===== config.mk =====
export PLATFORM = sky130hd
export DESIGN_NAME = interval_value_map
export DESIGN_NICKNAME = d
export VERILOG_FILES = /design/src/hw/rtl/ivm_pkg.sv /design/src/hw/rtl/interval_value_map.sv /design/src/hw/rtl/ivm_cell.sv
export SDC_FILE = /design/constraint.sdc
export NUM_CORES = 2
export LEC_CHECK = 0
export BUFFER_PORTS_ARGS = -buffer_cell sky130_fd_sc_hd__buf_2
export CAP_MARGIN = 20
export CORE_MARGIN = 4
export CORE_UTILIZATION = 55
export DETAILED_ROUTE_END_ITERATION = 10
export GPL_ROUTABILITY_DRIVEN = 1
export PLACE_DENSITY = 0.71
export SETUP_SLACK_MARGIN = 0.1
export SLEW_MARGIN = 20
export SYNTH_ARGS = -nofsm -noshare
export SYNTH_HDL_FRONTEND = slang
export SYNTH_HIERARCHICAL = 1
export SYNTH_SLANG_ARGS = --single-unit

===== constraint.sdc =====
create_clock -name i_clk -period 16.1 [get_ports i_clk]
set_input_delay 1.61 -clock i_clk [delete_from_list [all_inputs] [get_ports i_clk]]
set_output_delay 1.61 -clock i_clk [all_outputs]
set_load 0.01 [all_outputs]

===== src/hw/rtl/ivm_pkg.sv =====
// Shared definitions for the interval value map: operation codes and the
// control bundle broadcast to every table cell. No dependencies.
`default_nettype none

package ivm_pkg;

    localparam logic [1:0] OP_ASSIGN = 2'd0;
    localparam logic [1:0] OP_LOOKUP = 2'd1;
    localparam logic [1:0] OP_CLEAR  = 2'd2;

    // pop: every cell takes its right neighbor; push: the tail slot takes new data
    typedef struct packed {
        logic pop;
        logic push;
    } t_cell_ctl;

endpackage

`default_nettype wire


===== src/hw/rtl/interval_value_map.sv =====
// Interval value map top level: sequencer plus a row of ivm_cell slots.
// Depends on ivm_pkg and ivm_cell.
// A lookup scans the row once; an assign scans it and then rebuilds it in a
// second pass; a clear reloads entry 0; an empty assign or unused code goes
// straight to the result. Each pass moves the cell row one slot per cycle.
// One item is in work at a time; a new beat is taken while the previous
// result still waits. Reset (synchronous, active low) empties the row; the
// S_INIT state then loads entry 0 with key 0 and the default value.
`default_nettype none

module interval_value_map #(
    parameter int TABLE_ENTRIES = 64,
    parameter int KEY_BITS      = 32,
    parameter int VALUE_BITS    = 8,
    localparam int CNT_BITS     = $clog2(TABLE_ENTRIES + 1)
) (
    input  wire                   i_clk,
    input  wire                   i_rst_n,
    // configuration channel: default value
    input  wire                   i_cfg_valid,
    output logic                  o_cfg_ready,
    input  wire [VALUE_BITS-1:0]  i_cfg_data,
    // input item channel
    input  wire                   i_in_valid,
    output logic                  o_in_ready,
    input  wire [1:0]             i_operation,
    input  wire [KEY_BITS-1:0]    i_key_begin,
    input  wire [KEY_BITS-1:0]    i_key_end,
    input  wire [VALUE_BITS-1:0]  i_assign_value,
    // result channel
    output logic                  o_out_valid,
    input  wire                   i_out_ready,
    output logic [VALUE_BITS-1:0] o_result_value,
    output logic [CNT_BITS-1:0]   o_entry_count,
    output logic                  o_full_error
);
    import ivm_pkg::*;

    // two spare slots absorb the inserted boundaries before the covered
    // ones have been popped
    localparam int CELLS    = TABLE_ENTRIES + 2;
    localparam int OCC_BITS = $clog2(CELLS + 1);
    localparam logic [OCC_BITS:0] LIMIT = (OCC_BITS+1)'(TABLE_ENTRIES);

    typedef enum logic [3:0] {
        S_INIT, S_IDLE, S_SCAN, S_EVAL, S_CLR, S_CLT, S_CB, S_CE, S_CGT, S_FIN
    } t_state;

    t_state                r_state;
    logic [1:0]            r_op;
    logic [KEY_BITS-1:0]   r_b, r_e;
    logic [VALUE_BITS-1:0] r_v, r_dflt;
    logic [OCC_BITS-1:0]   r_occ, r_rem, r_lt_cnt, r_gt_cnt;
    logic [VALUE_BITS-1:0] r_last_lt, r_end_val, r_look, r_prev;
    logic                  r_pushed, r_full;
    logic                  r_o_valid, r_o_full;
    logic [VALUE_BITS-1:0] r_o_value;
    logic [CNT_BITS-1:0]   r_o_count;

    t_cell_ctl             w_ctl;
    logic [KEY_BITS-1:0]   w_pkey;
    logic [VALUE_BITS-1:0] w_pval;
    logic [KEY_BITS-1:0]   w_key [CELLS];
    logic [VALUE_BITS-1:0] w_val [CELLS];
    logic [KEY_BITS-1:0]   w_hkey;
    logic [VALUE_BITS-1:0] w_hval;
    logic                  w_lt_go, w_pb, w_pe;
    logic [OCC_BITS:0]     w_cnt;

    // the row of table slots; each pop hands every slot its right neighbor
    for (genvar g = 0; g < CELLS; g++) begin : g_cell
        logic [KEY_BITS-1:0]   w_nk;
        logic [VALUE_BITS-1:0] w_nv;
        if (g == CELLS - 1) begin : g_tail
            assign w_nk = w_pkey;
            assign w_nv = w_pval;
        end else begin : g_mid
            assign w_nk = w_key[g+1];
            assign w_nv = w_val[g+1];
        end
        ivm_cell #(
            .IDX(g), .KEY_BITS(KEY_BITS), .VAL_BITS(VALUE_BITS), .OCC_BITS(OCC_BITS)
        ) u_cell (
            .i_clk      (i_clk),
            .i_ctl      (w_ctl),
            .i_occ      (r_occ),
            .i_next_key (w_nk),
            .i_next_val (w_nv),
            .i_push_key (w_pkey),
            .i_push_val (w_pval),
            .o_key      (w_key[g]),
            .o_val      (w_val[g])
        );
    end

    assign w_hkey  = w_key[0];
    assign w_hval  = w_val[0];
    assign w_lt_go = (r_rem != '0) && (w_hkey < r_b);

    // merged size: kept low part, new start, new end, kept high part.
    // The start boundary merges into an equal left neighbor; after it the
    // last value is always the assigned one, so the end merges if equal.
    assign w_pb  = (r_lt_cnt == '0) || (r_last_lt != r_v);
    assign w_pe  = (r_v != r_end_val);
    assign w_cnt = {1'b0, r_lt_cnt} + {1'b0, r_gt_cnt}
                 + {{OCC_BITS{1'b0}}, w_pb} + {{OCC_BITS{1'b0}}, w_pe};

    always_comb begin
        w_ctl  = '0;
        w_pkey = w_hkey;
        w_pval = w_hval;
        unique case (r_state) inside
            S_INIT, S_CLR: begin
                w_ctl.push = 1'b1;
                w_pkey     = '0;
                w_pval     = r_dflt;
            end
            S_SCAN: begin
                // rotate: the head goes back in at the tail
                w_ctl.pop  = (r_rem != '0);
                w_ctl.push = (r_rem != '0);
            end
            S_CLT: begin
                w_ctl.pop  = w_lt_go;
                w_ctl.push = w_lt_go && !(r_pushed && (r_prev == w_hval));
            end
            S_CB: begin
                w_ctl.push = !(r_pushed && (r_prev == r_v));
                w_pkey     = r_b;
                w_pval     = r_v;
            end
            S_CE: begin
                w_ctl.push = w_pe;
                w_pkey     = r_e;
                w_pval     = r_end_val;
            end
            S_CGT: begin
                // drop covered boundaries, keep those past the end
                w_ctl.pop  = (r_rem != '0);
                w_ctl.push = (r_rem != '0) && (w_hkey > r_e);
            end
            default: ;
        endcase
    end

    always_ff @(posedge i_clk) begin
        if (!i_rst_n) begin
            r_state   <= S_INIT;
            r_occ     <= '0;
            r_dflt    <= '0;
            r_o_valid <= 1'b0;
        end else begin
            if (i_cfg_valid) begin
                r_dflt <= i_cfg_data;
            end
            if (r_o_valid && i_out_ready) begin
                r_o_valid <= 1'b0;
            end
            r_occ <= r_occ + {{(OCC_BITS-1){1'b0}}, w_ctl.push}
                           - {{(OCC_BITS-1){1'b0}}, w_ctl.pop};

            unique case (r_state)
                S_INIT: r_state <= S_IDLE;
                S_IDLE: begin
                    if (i_in_valid) begin
                        r_op      <= i_operation;
                        r_b       <= i_key_begin;
                        r_e       <= i_key_end;
                        r_v       <= i_assign_value;
                        r_full    <= 1'b0;
                        r_rem     <= r_occ;
                        r_lt_cnt  <= '0;
                        r_gt_cnt  <= '0;
                        r_look    <= '0;
                        r_last_lt <= '0;
                        r_end_val <= '0;
                        if (i_operation == OP_ASSIGN) begin
                            r_state <= (i_key_begin < i_key_end) ? S_SCAN : S_FIN;
                        end else if (i_operation == OP_LOOKUP) begin
                            r_state <= S_SCAN;
                        end else if (i_operation == OP_CLEAR) begin
                            r_occ   <= '0;
                            r_state <= S_CLR;
                        end else begin
                            r_state <= S_FIN;
                        end
                    end
                end
                S_SCAN: begin
                    if (r_rem != '0) begin
                        r_rem <= r_rem - 1'b1;
                        if (w_hkey < r_b) begin
                            r_lt_cnt  <= r_lt_cnt + 1'b1;
                            r_last_lt <= w_hval;
                        end
                        if (w_hkey <= r_b) r_look <= w_hval;
                        if (w_hkey <= r_e) r_end_val <= w_hval;
                        if (w_hkey > r_e)  r_gt_cnt <= r_gt_cnt + 1'b1;
                    end else begin
                        r_state <= S_EVAL;
                    end
                end
                S_EVAL: begin
                    if (r_op == OP_LOOKUP) begin
                        r_state <= S_FIN;
                    end else if (w_cnt > LIMIT) begin
                        // refuse: table left as it is
                        r_full  <= 1'b1;
                        r_state <= S_FIN;
                    end else begin
                        r_rem    <= r_occ;
                        r_pushed <= 1'b0;
                        r_state  <= S_CLT;
                    end
                end
                S_CLR: r_state <= S_FIN;
                S_CLT: begin
                    if (w_lt_go) begin
                        r_rem <= r_rem - 1'b1;
                        if (w_ctl.push) begin
                            r_prev   <= w_hval;
                            r_pushed <= 1'b1;
                        end
                    end else begin
                        r_state <= S_CB;
                    end
                end
                S_CB: r_state <= S_CE;
                S_CE: r_state <= S_CGT;
                S_CGT: begin
                    if (r_rem != '0) begin
                        r_rem <= r_rem - 1'b1;
                    end else begin
                        r_state <= S_FIN;
                    end
                end
                S_FIN: begin
                    // hold the result until the output register is free
                    if (!r_o_valid || i_out_ready) begin
                        r_o_valid <= 1'b1;
                        r_o_value <= (r_op == OP_LOOKUP) ? r_look : '0;
                        r_o_count <= r_occ[CNT_BITS-1:0];
                        r_o_full  <= r_full;
                        r_state   <= S_IDLE;
                    end
                end
                default: r_state <= S_IDLE;
            endcase
        end
    end

    assign o_cfg_ready    = 1'b1;
    assign o_in_ready     = (r_state == S_IDLE);
    assign o_out_valid    = r_o_valid;
    assign o_result_value = r_o_value;
    assign o_entry_count  = r_o_count;
    assign o_full_error   = r_o_full;

endmodule

`default_nettype wire


===== src/hw/rtl/ivm_cell.sv =====
// One slot of the boundary table shift queue: holds one key/value boundary.
// Depends on ivm_pkg for the control bundle.
`default_nettype none

module ivm_cell #(
    parameter int IDX      = 0,
    parameter int KEY_BITS = 32,
    parameter int VAL_BITS = 8,
    parameter int OCC_BITS = 7
) (
    input  wire                    i_clk,
    input  ivm_pkg::t_cell_ctl     i_ctl,
    input  wire [OCC_BITS-1:0]     i_occ,
    input  wire [KEY_BITS-1:0]     i_next_key,
    input  wire [VAL_BITS-1:0]     i_next_val,
    input  wire [KEY_BITS-1:0]     i_push_key,
    input  wire [VAL_BITS-1:0]     i_push_val,
    output logic [KEY_BITS-1:0]    o_key,
    output logic [VAL_BITS-1:0]    o_val
);
    import ivm_pkg::*;

    localparam logic [OCC_BITS:0] MY_IDX = (OCC_BITS+1)'(IDX);

    logic [KEY_BITS-1:0] r_key;
    logic [VAL_BITS-1:0] r_val;
    logic                w_take_push;

    // after a pop the tail slot moves down by one
    assign w_take_push = i_ctl.push &&
        ((MY_IDX + {{OCC_BITS{1'b0}}, i_ctl.pop}) == {1'b0, i_occ});

    always_ff @(posedge i_clk) begin
        if (w_take_push) begin
            r_key <= i_push_key;
            r_val <= i_push_val;
        end else if (i_ctl.pop) begin
            r_key <= i_next_key;
            r_val <= i_next_val;
        end
    end

    assign o_key = r_key;
    assign o_val = r_val;

endmodule

`default_nettype wire


# Word level (Yosys, flattened, before mapping)
# Index checks and enable logic that the tools add are counted.
# W data, S select, Z words.
[totals] output_inout_bits=19 regBits=2805
[op_classes] n_lt_le_gt_ge=6 n_eq_ne=98 muxes=320 n_addsub=73 n_reduce_logical=164
[op_table] operator="$mux W32" n=132
[op_table] operator="$mux W8" n=139
[op_table] operator="$eq A8 B7 Y1" n=65
[op_table] operator="$add A6 B1 Y7 const A" n=32
[op_table] operator="$reduce_bool A2 Y1" n=69
[op_table] operator="$mux W7" n=15
[op_table] operator="$add A5 B1 Y6 const A" n=16
[op_table] operator="$pmux W32 S3" n=1
[op_table] operator="$logic_and A1 B1 Y1" n=72
[op_table] operator="$le A32 B32 Y1" n=2
[op_table] operator="$lt A32 B32 Y1" n=2
[op_table] operator="$pmux W8 S2" n=3
[op_table] operator="$mux W4" n=11
[op_table] operator="$add A4 B1 Y5 const A" n=8
[op_table] operator="$pmux W4 S9" n=1
[op_table] operator="$gt A32 B32 Y1" n=1
[op_table] operator="$reduce_and A5 Y1" n=6
[op_table] operator="$pmux W7 S2" n=2
[op_table] operator="$pmux W7 S4" n=1
[op_table] operator="$pmux W8 S3" n=1
[op_table] operator="$ne A2 B2 Y1 const B" n=11
[op_table] operator="$add A3 B1 Y4 const A" n=4
[op_table] operator="$add A7 B1 Y8 const A" n=2
[op_table] operator="$add A8 B1 Y8" n=2
[op_table] operator="other kinds (33)" n=63

# Logic depth before layout (Yosys ltp)
[logic_depth] depth_word=12 ltp_mapped=20 depth_no_buf=19

# By module
# The synthesis kept the hierarchy.
[modules_own_cells] mod="ivm_cell (g_cell[21].u_cell ...)" cells_per_inst=90 instances=8 area_each_um2=1766.7 seq_area_each_um2=1201.2
[modules_own_cells] mod="ivm_cell (g_cell[10].u_cell ...)" cells_per_inst=90 instances=6 area_each_um2=1915.6 seq_area_each_um2=1201.2
[modules_own_cells] mod="interval_value_map" cells_per_inst=985 instances=1 area_each_um2=10402.5 seq_area_each_um2=4754.6
[modules_own_cells] mod="ivm_cell (g_cell[13].u_cell ...)" cells_per_inst=89 instances=5 area_each_um2=1919.3 seq_area_each_um2=1201.2
[modules_own_cells] mod="ivm_cell (g_cell[14].u_cell ...)" cells_per_inst=90 instances=5 area_each_um2=1783.0 seq_area_each_um2=1201.2
[modules_own_cells] mod="ivm_cell (g_cell[22].u_cell ...)" cells_per_inst=90 instances=4 area_each_um2=1914.3 seq_area_each_um2=1201.2
[modules_own_cells] mod="ivm_cell (g_cell[16].u_cell ...)" cells_per_inst=90 instances=4 area_each_um2=1913.1 seq_area_each_um2=1201.2
[modules_own_cells] mod="ivm_cell (g_cell[29].u_cell ...)" cells_per_inst=90 instances=4 area_each_um2=1759.2 seq_area_each_um2=1201.2
[modules_own_cells] mod="ivm_cell (g_cell[23].u_cell ...)" cells_per_inst=91 instances=3 area_each_um2=1920.6 seq_area_each_um2=1201.2
[modules_own_cells] mod="ivm_cell (g_cell[5].u_cell ...)" cells_per_inst=90 instances=2 area_each_um2=1923.1 seq_area_each_um2=1201.2
[modules_own_cells] mod="ivm_cell (g_cell[12].u_cell ...)" cells_per_inst=90 instances=2 area_each_um2=1920.6 seq_area_each_um2=1201.2
[modules_own_cells] mod="ivm_cell (g_cell[3].u_cell ...)" cells_per_inst=89 instances=2 area_each_um2=1916.8 seq_area_each_um2=1201.2
[modules_own_cells] mod="ivm_cell (g_cell[4].u_cell ...)" cells_per_inst=90 instances=2 area_each_um2=1908.1 seq_area_each_um2=1201.2
[modules_own_cells] mod="ivm_cell (g_cell[18].u_cell ...)" cells_per_inst=90 instances=2 area_each_um2=1903.1 seq_area_each_um2=1201.2
[modules_own_cells] mod="16 more rows"

# Worst setup path after synthesis
# No wires, ideal clock.
[synth_timing] kind="reg2reg" start="register g_cell[0].u_cell.r_key[11]" end="register g_cell[47].u_cell.r_key[0], enable pin" path_buffers=1 period_less_slack_ns=11.101 path_stages_with_launch=12 t_arrival_ns=10.553 path_slack_ns=4.999 path_cell_list="edfxtp_1 ha_1 a21oi_1 o21ai_0 a221o_1 nand2_1 and4_1 clkbuf_2 nand2_1 o211ai_1 nand3b_1 o41ai_1"
[synth_lines] element="start: declaration" line="ivm_cell.sv:25" source="logic [KEY_BITS-1:0] r_key;"
[synth_lines] element="start signal: assignment" line="ivm_cell.sv:35" source="r_key <= i_push_key;"
[synth_lines] element="start signal: assignment" line="ivm_cell.sv:38" source="r_key <= i_next_key;"
[synth_lines] element="end signal: assignment" line="ivm_cell.sv:35"
[synth_lines] element="end signal: assignment" line="ivm_cell.sv:38"
[synth_lines] element="end: declaration" line="ivm_cell.sv:25"

==> metrics.md <==
| Metric | Value |
|---|---|
| Status | `completed` |
| Unique masters post-synth | `105` |
| Worst Path Arrival | `7110 ps` |
| Post-Syn Area | `0.133 mm²` |
| Final-report setup violation count | `0` |
| Pwr Density | `129 mW/mm²` |
| Gpl congestion | `0.835` |
| Routed wire length | `281000 µm` |
| Ys Warns | `6` |
| Max VDD drop | `85.6 µV` |
| Final Max Tran Viols | `0` |
| Iteration-0 DRC count of the detailed router | `4705` |
| Vias in the first global route | `66400` |
| Post-CTS Hold Fix Bufs | `0` |
| Worst Hold Class | `reg2reg` |
| Tcrit/Tclk final | `40.8%` |
| Detail Placement HPWL | `164000 µm` |
| Setup Fix Bufs, Post-CTS | `0` |
| Worst-path clk slew | `60 ps` |
| Total Nets Final | `7430` |
| Worst setup EP type | `register` |
| Initial antenna violation count | `9` |
| CP required | `16640 ps` |
| Total Power | `18.8 mW` |
| Post-route insts no fill | `10600` |
| Post-DR wirelength/cell | `26.5 µm` |
| Initial Util | `55.3%` |
| H-tree depth reported by CTS | `5` |
| Max Clk Rate | `152 MHz` |
| Global route overflow | `0` |
| Final Hold Viols | `0` |
| Final hold slack | `475 ps` |
| Vias per inst | `5.92` |
| Slew of the pin with the lowest slew margin | `1180 ps` |
| Commonest non-fill, non-tap cells in the layout | `2785 x edfxtp_1, 1583 x mux2_4, 871 x mux2_2` |
| Most used flip-flop cell after synthesis | `edfxtp_1` |
| Number of synthesized flops with an enable pin | `2785` |
| RSZ-0062 raised after global routing | `false` |
| Area Overhead vs Synth | `9.87%` |
| Final Skew | `74.4 ps` |
| Final ANT Viol Nets | `0` |
| Core footprint | `0.240 mm²` |
| Max-cap viol count | `0` |
| Min Clock Period, post-route | `6570 ps` |
| Clk_lat worst skew | `930 ps` |
| Gr usage total | `22.1%` |
| Avg Inst Size Synth | `19.2 µm²` |
| Static Leak | `55.5 nW` |
| Root Buffer | `clkbuf_16` |
| CP Max Fanout | `41` |
| Die Wd | `499 µm` |
| # fillers | `16800` |
| Placed cell area | `0.136 mm²` |
| Crit path launch type | `register` |
| Detailed Routing Iterations Pass 1 | `5` |
| Layout cells sized above 1 | `45.9%` |
| Max clock buf depth | `4` |
| Sink Count | `2805` |
| Syn_nets | `7142` |
| Number of register bits inferred by synthesis | `2805` |
| # IOs | `106` |
| TritonCTS Buffers | `307` |
| Seq/Total Area, Yosys | `63.3%` |
| Ys async rst share | `0%` |
| PostCTS Resize Cnt | `0` |
| Rows | `180` |
| Gate Count Post-Synth | `6929` |
| Cells after DPL | `10100` |
| # DRC | `0` |
| Finished Cell Area | `0.146 mm²` |
| I/O Buffers | `104` |
| Vias after detailed routing | `62800` |
| Full die area | `0.249 mm²` |
| Commonest non-fill, non-tap cell in the layout | `edfxtp_1` |
| Crit Path Class | `reg2reg` |
| First-pass GRT wire length | `425000 µm` |
| CTS tree | `built` |
| Die Y | `499 µm` |
| Largest net degree at the start of global routing | `100` |
| Slew HR | `21.2%` |
| Setup TNS Final | `0 ps` |
[registers in the layout, indices dropped and copies added, names as in the netlist, 8 cells and up]
| register | flops |
|---|---|
| g_cell.u_cell/o_key | 2112 |
| g_cell.u_cell/o_val | 528 |
| o_result_value | 8 |
| r_b | 32 |
| r_dflt | 8 |
| r_e | 32 |
| r_end_val | 8 |
| r_last_lt | 8 |
| r_look | 8 |
| r_prev | 8 |
| r_v | 8 |
[critical path, cell delays in order, from the launching register on]
cell       delay (ps)
dfxtp_2           640
buf_4             650
nand2b_1          310
nor3_2            570
nand2_1           150
o211ai_1          500
buf_4             620
buf_4             660
inv_1             160
a2111oi_4         300
buf_4             560
or2_2             930
[final cells by class]
class                           instances  area, µm²  area share [%]
Antenna cell                            2       5.00         0.00343
Clock buffer                          376       8090            5.55
Clock inverter                        143       1170           0.803
Inverter                              153        574           0.394
Multi-Input combinational cell       3683      46000            31.5
Sequential cell                      2805      84100            57.6
Tap cell                             3185       3990            2.73
Timing Repair Buffer                  267       2060            1.41
[per-layer routing]
layer,global-route usage (%),vias up,share of wire (%)
li1,-,27800,-
met1,28.5,33000,42
met2,38.7,1432,51
met3,3.36,517,4.3
met4,6.77,2,3.0
met5,0,-,0.0046
[cells by family (layout without fill, tap and decap cells)]
logic type / after synthesis / after routing / share of synthesized area (%)
compound gates: 265 / 265 / 1.71
xor+xnor: 91 / 91 / 0.600
fa+ha+maj: 126 / 126 / 1.20
buf+inv: 441 / 939 / 2.81
flops: 2805 / 2805 / 63.3
mux: 2689 / 2689 / 27.2
other cells: 1 / 3 / 0.00282
simple gates: 511 / 511 / 3.16
[stage by stage]
stage | utilization (%) | setup WS, ps
after floorplan | - | 5000
after global placement | 56.7 | 9790
after detailed placement | 56.8 | 9610
after CTS | 60.6 | 9570
after global routing | 60.7 | 9290
final | 60.7 | 9530
[synthesized netlist by cell type (23+ instances only)]
library cell	count	share of area, %
a21o_1	25	0.14
a21oi_1	51	0.19
and4bb_2	40	0.38
buf_6	237	2.0
clkbuf_8	28	0.29
edfxtp_1	2785	63
ha_1	123	1.2
inv_1	153	0.43
mux2_1	186	1.6
mux2_2	871	7.4
mux2_4	1583	18
mux2i_1	49	0.37
nand2_1	89	0.25
nand3_1	24	0.090
nand4_1	26	0.12
nor2_1	70	0.20
o21ai_0	52	0.20
o21bai_1	23	0.13
xnor2_1	62	0.41
xor2_1	29	0.19
[worst paths after layout]
path,depth (start not counted),end,startpoint,slack [ps]
min,0,o_full_error,r_full,470
max,11,g_cell[61].u_cell/o_key[20],r_state[0],9530
max reg2reg,11,g_cell[61].u_cell/o_key[20],r_state[0],9530
min reg2reg,0,o_full_error,r_full,470
[report_power, final]
part           switching, mW  internal (mW)  leakage, nW  total [mW]
sequential             0.268           8.76         25.4        9.03
clock                   2.76           3.83         4.52        6.59
combinational           1.97           1.20         25.6        3.17
(Power assumes the default switching activity.)
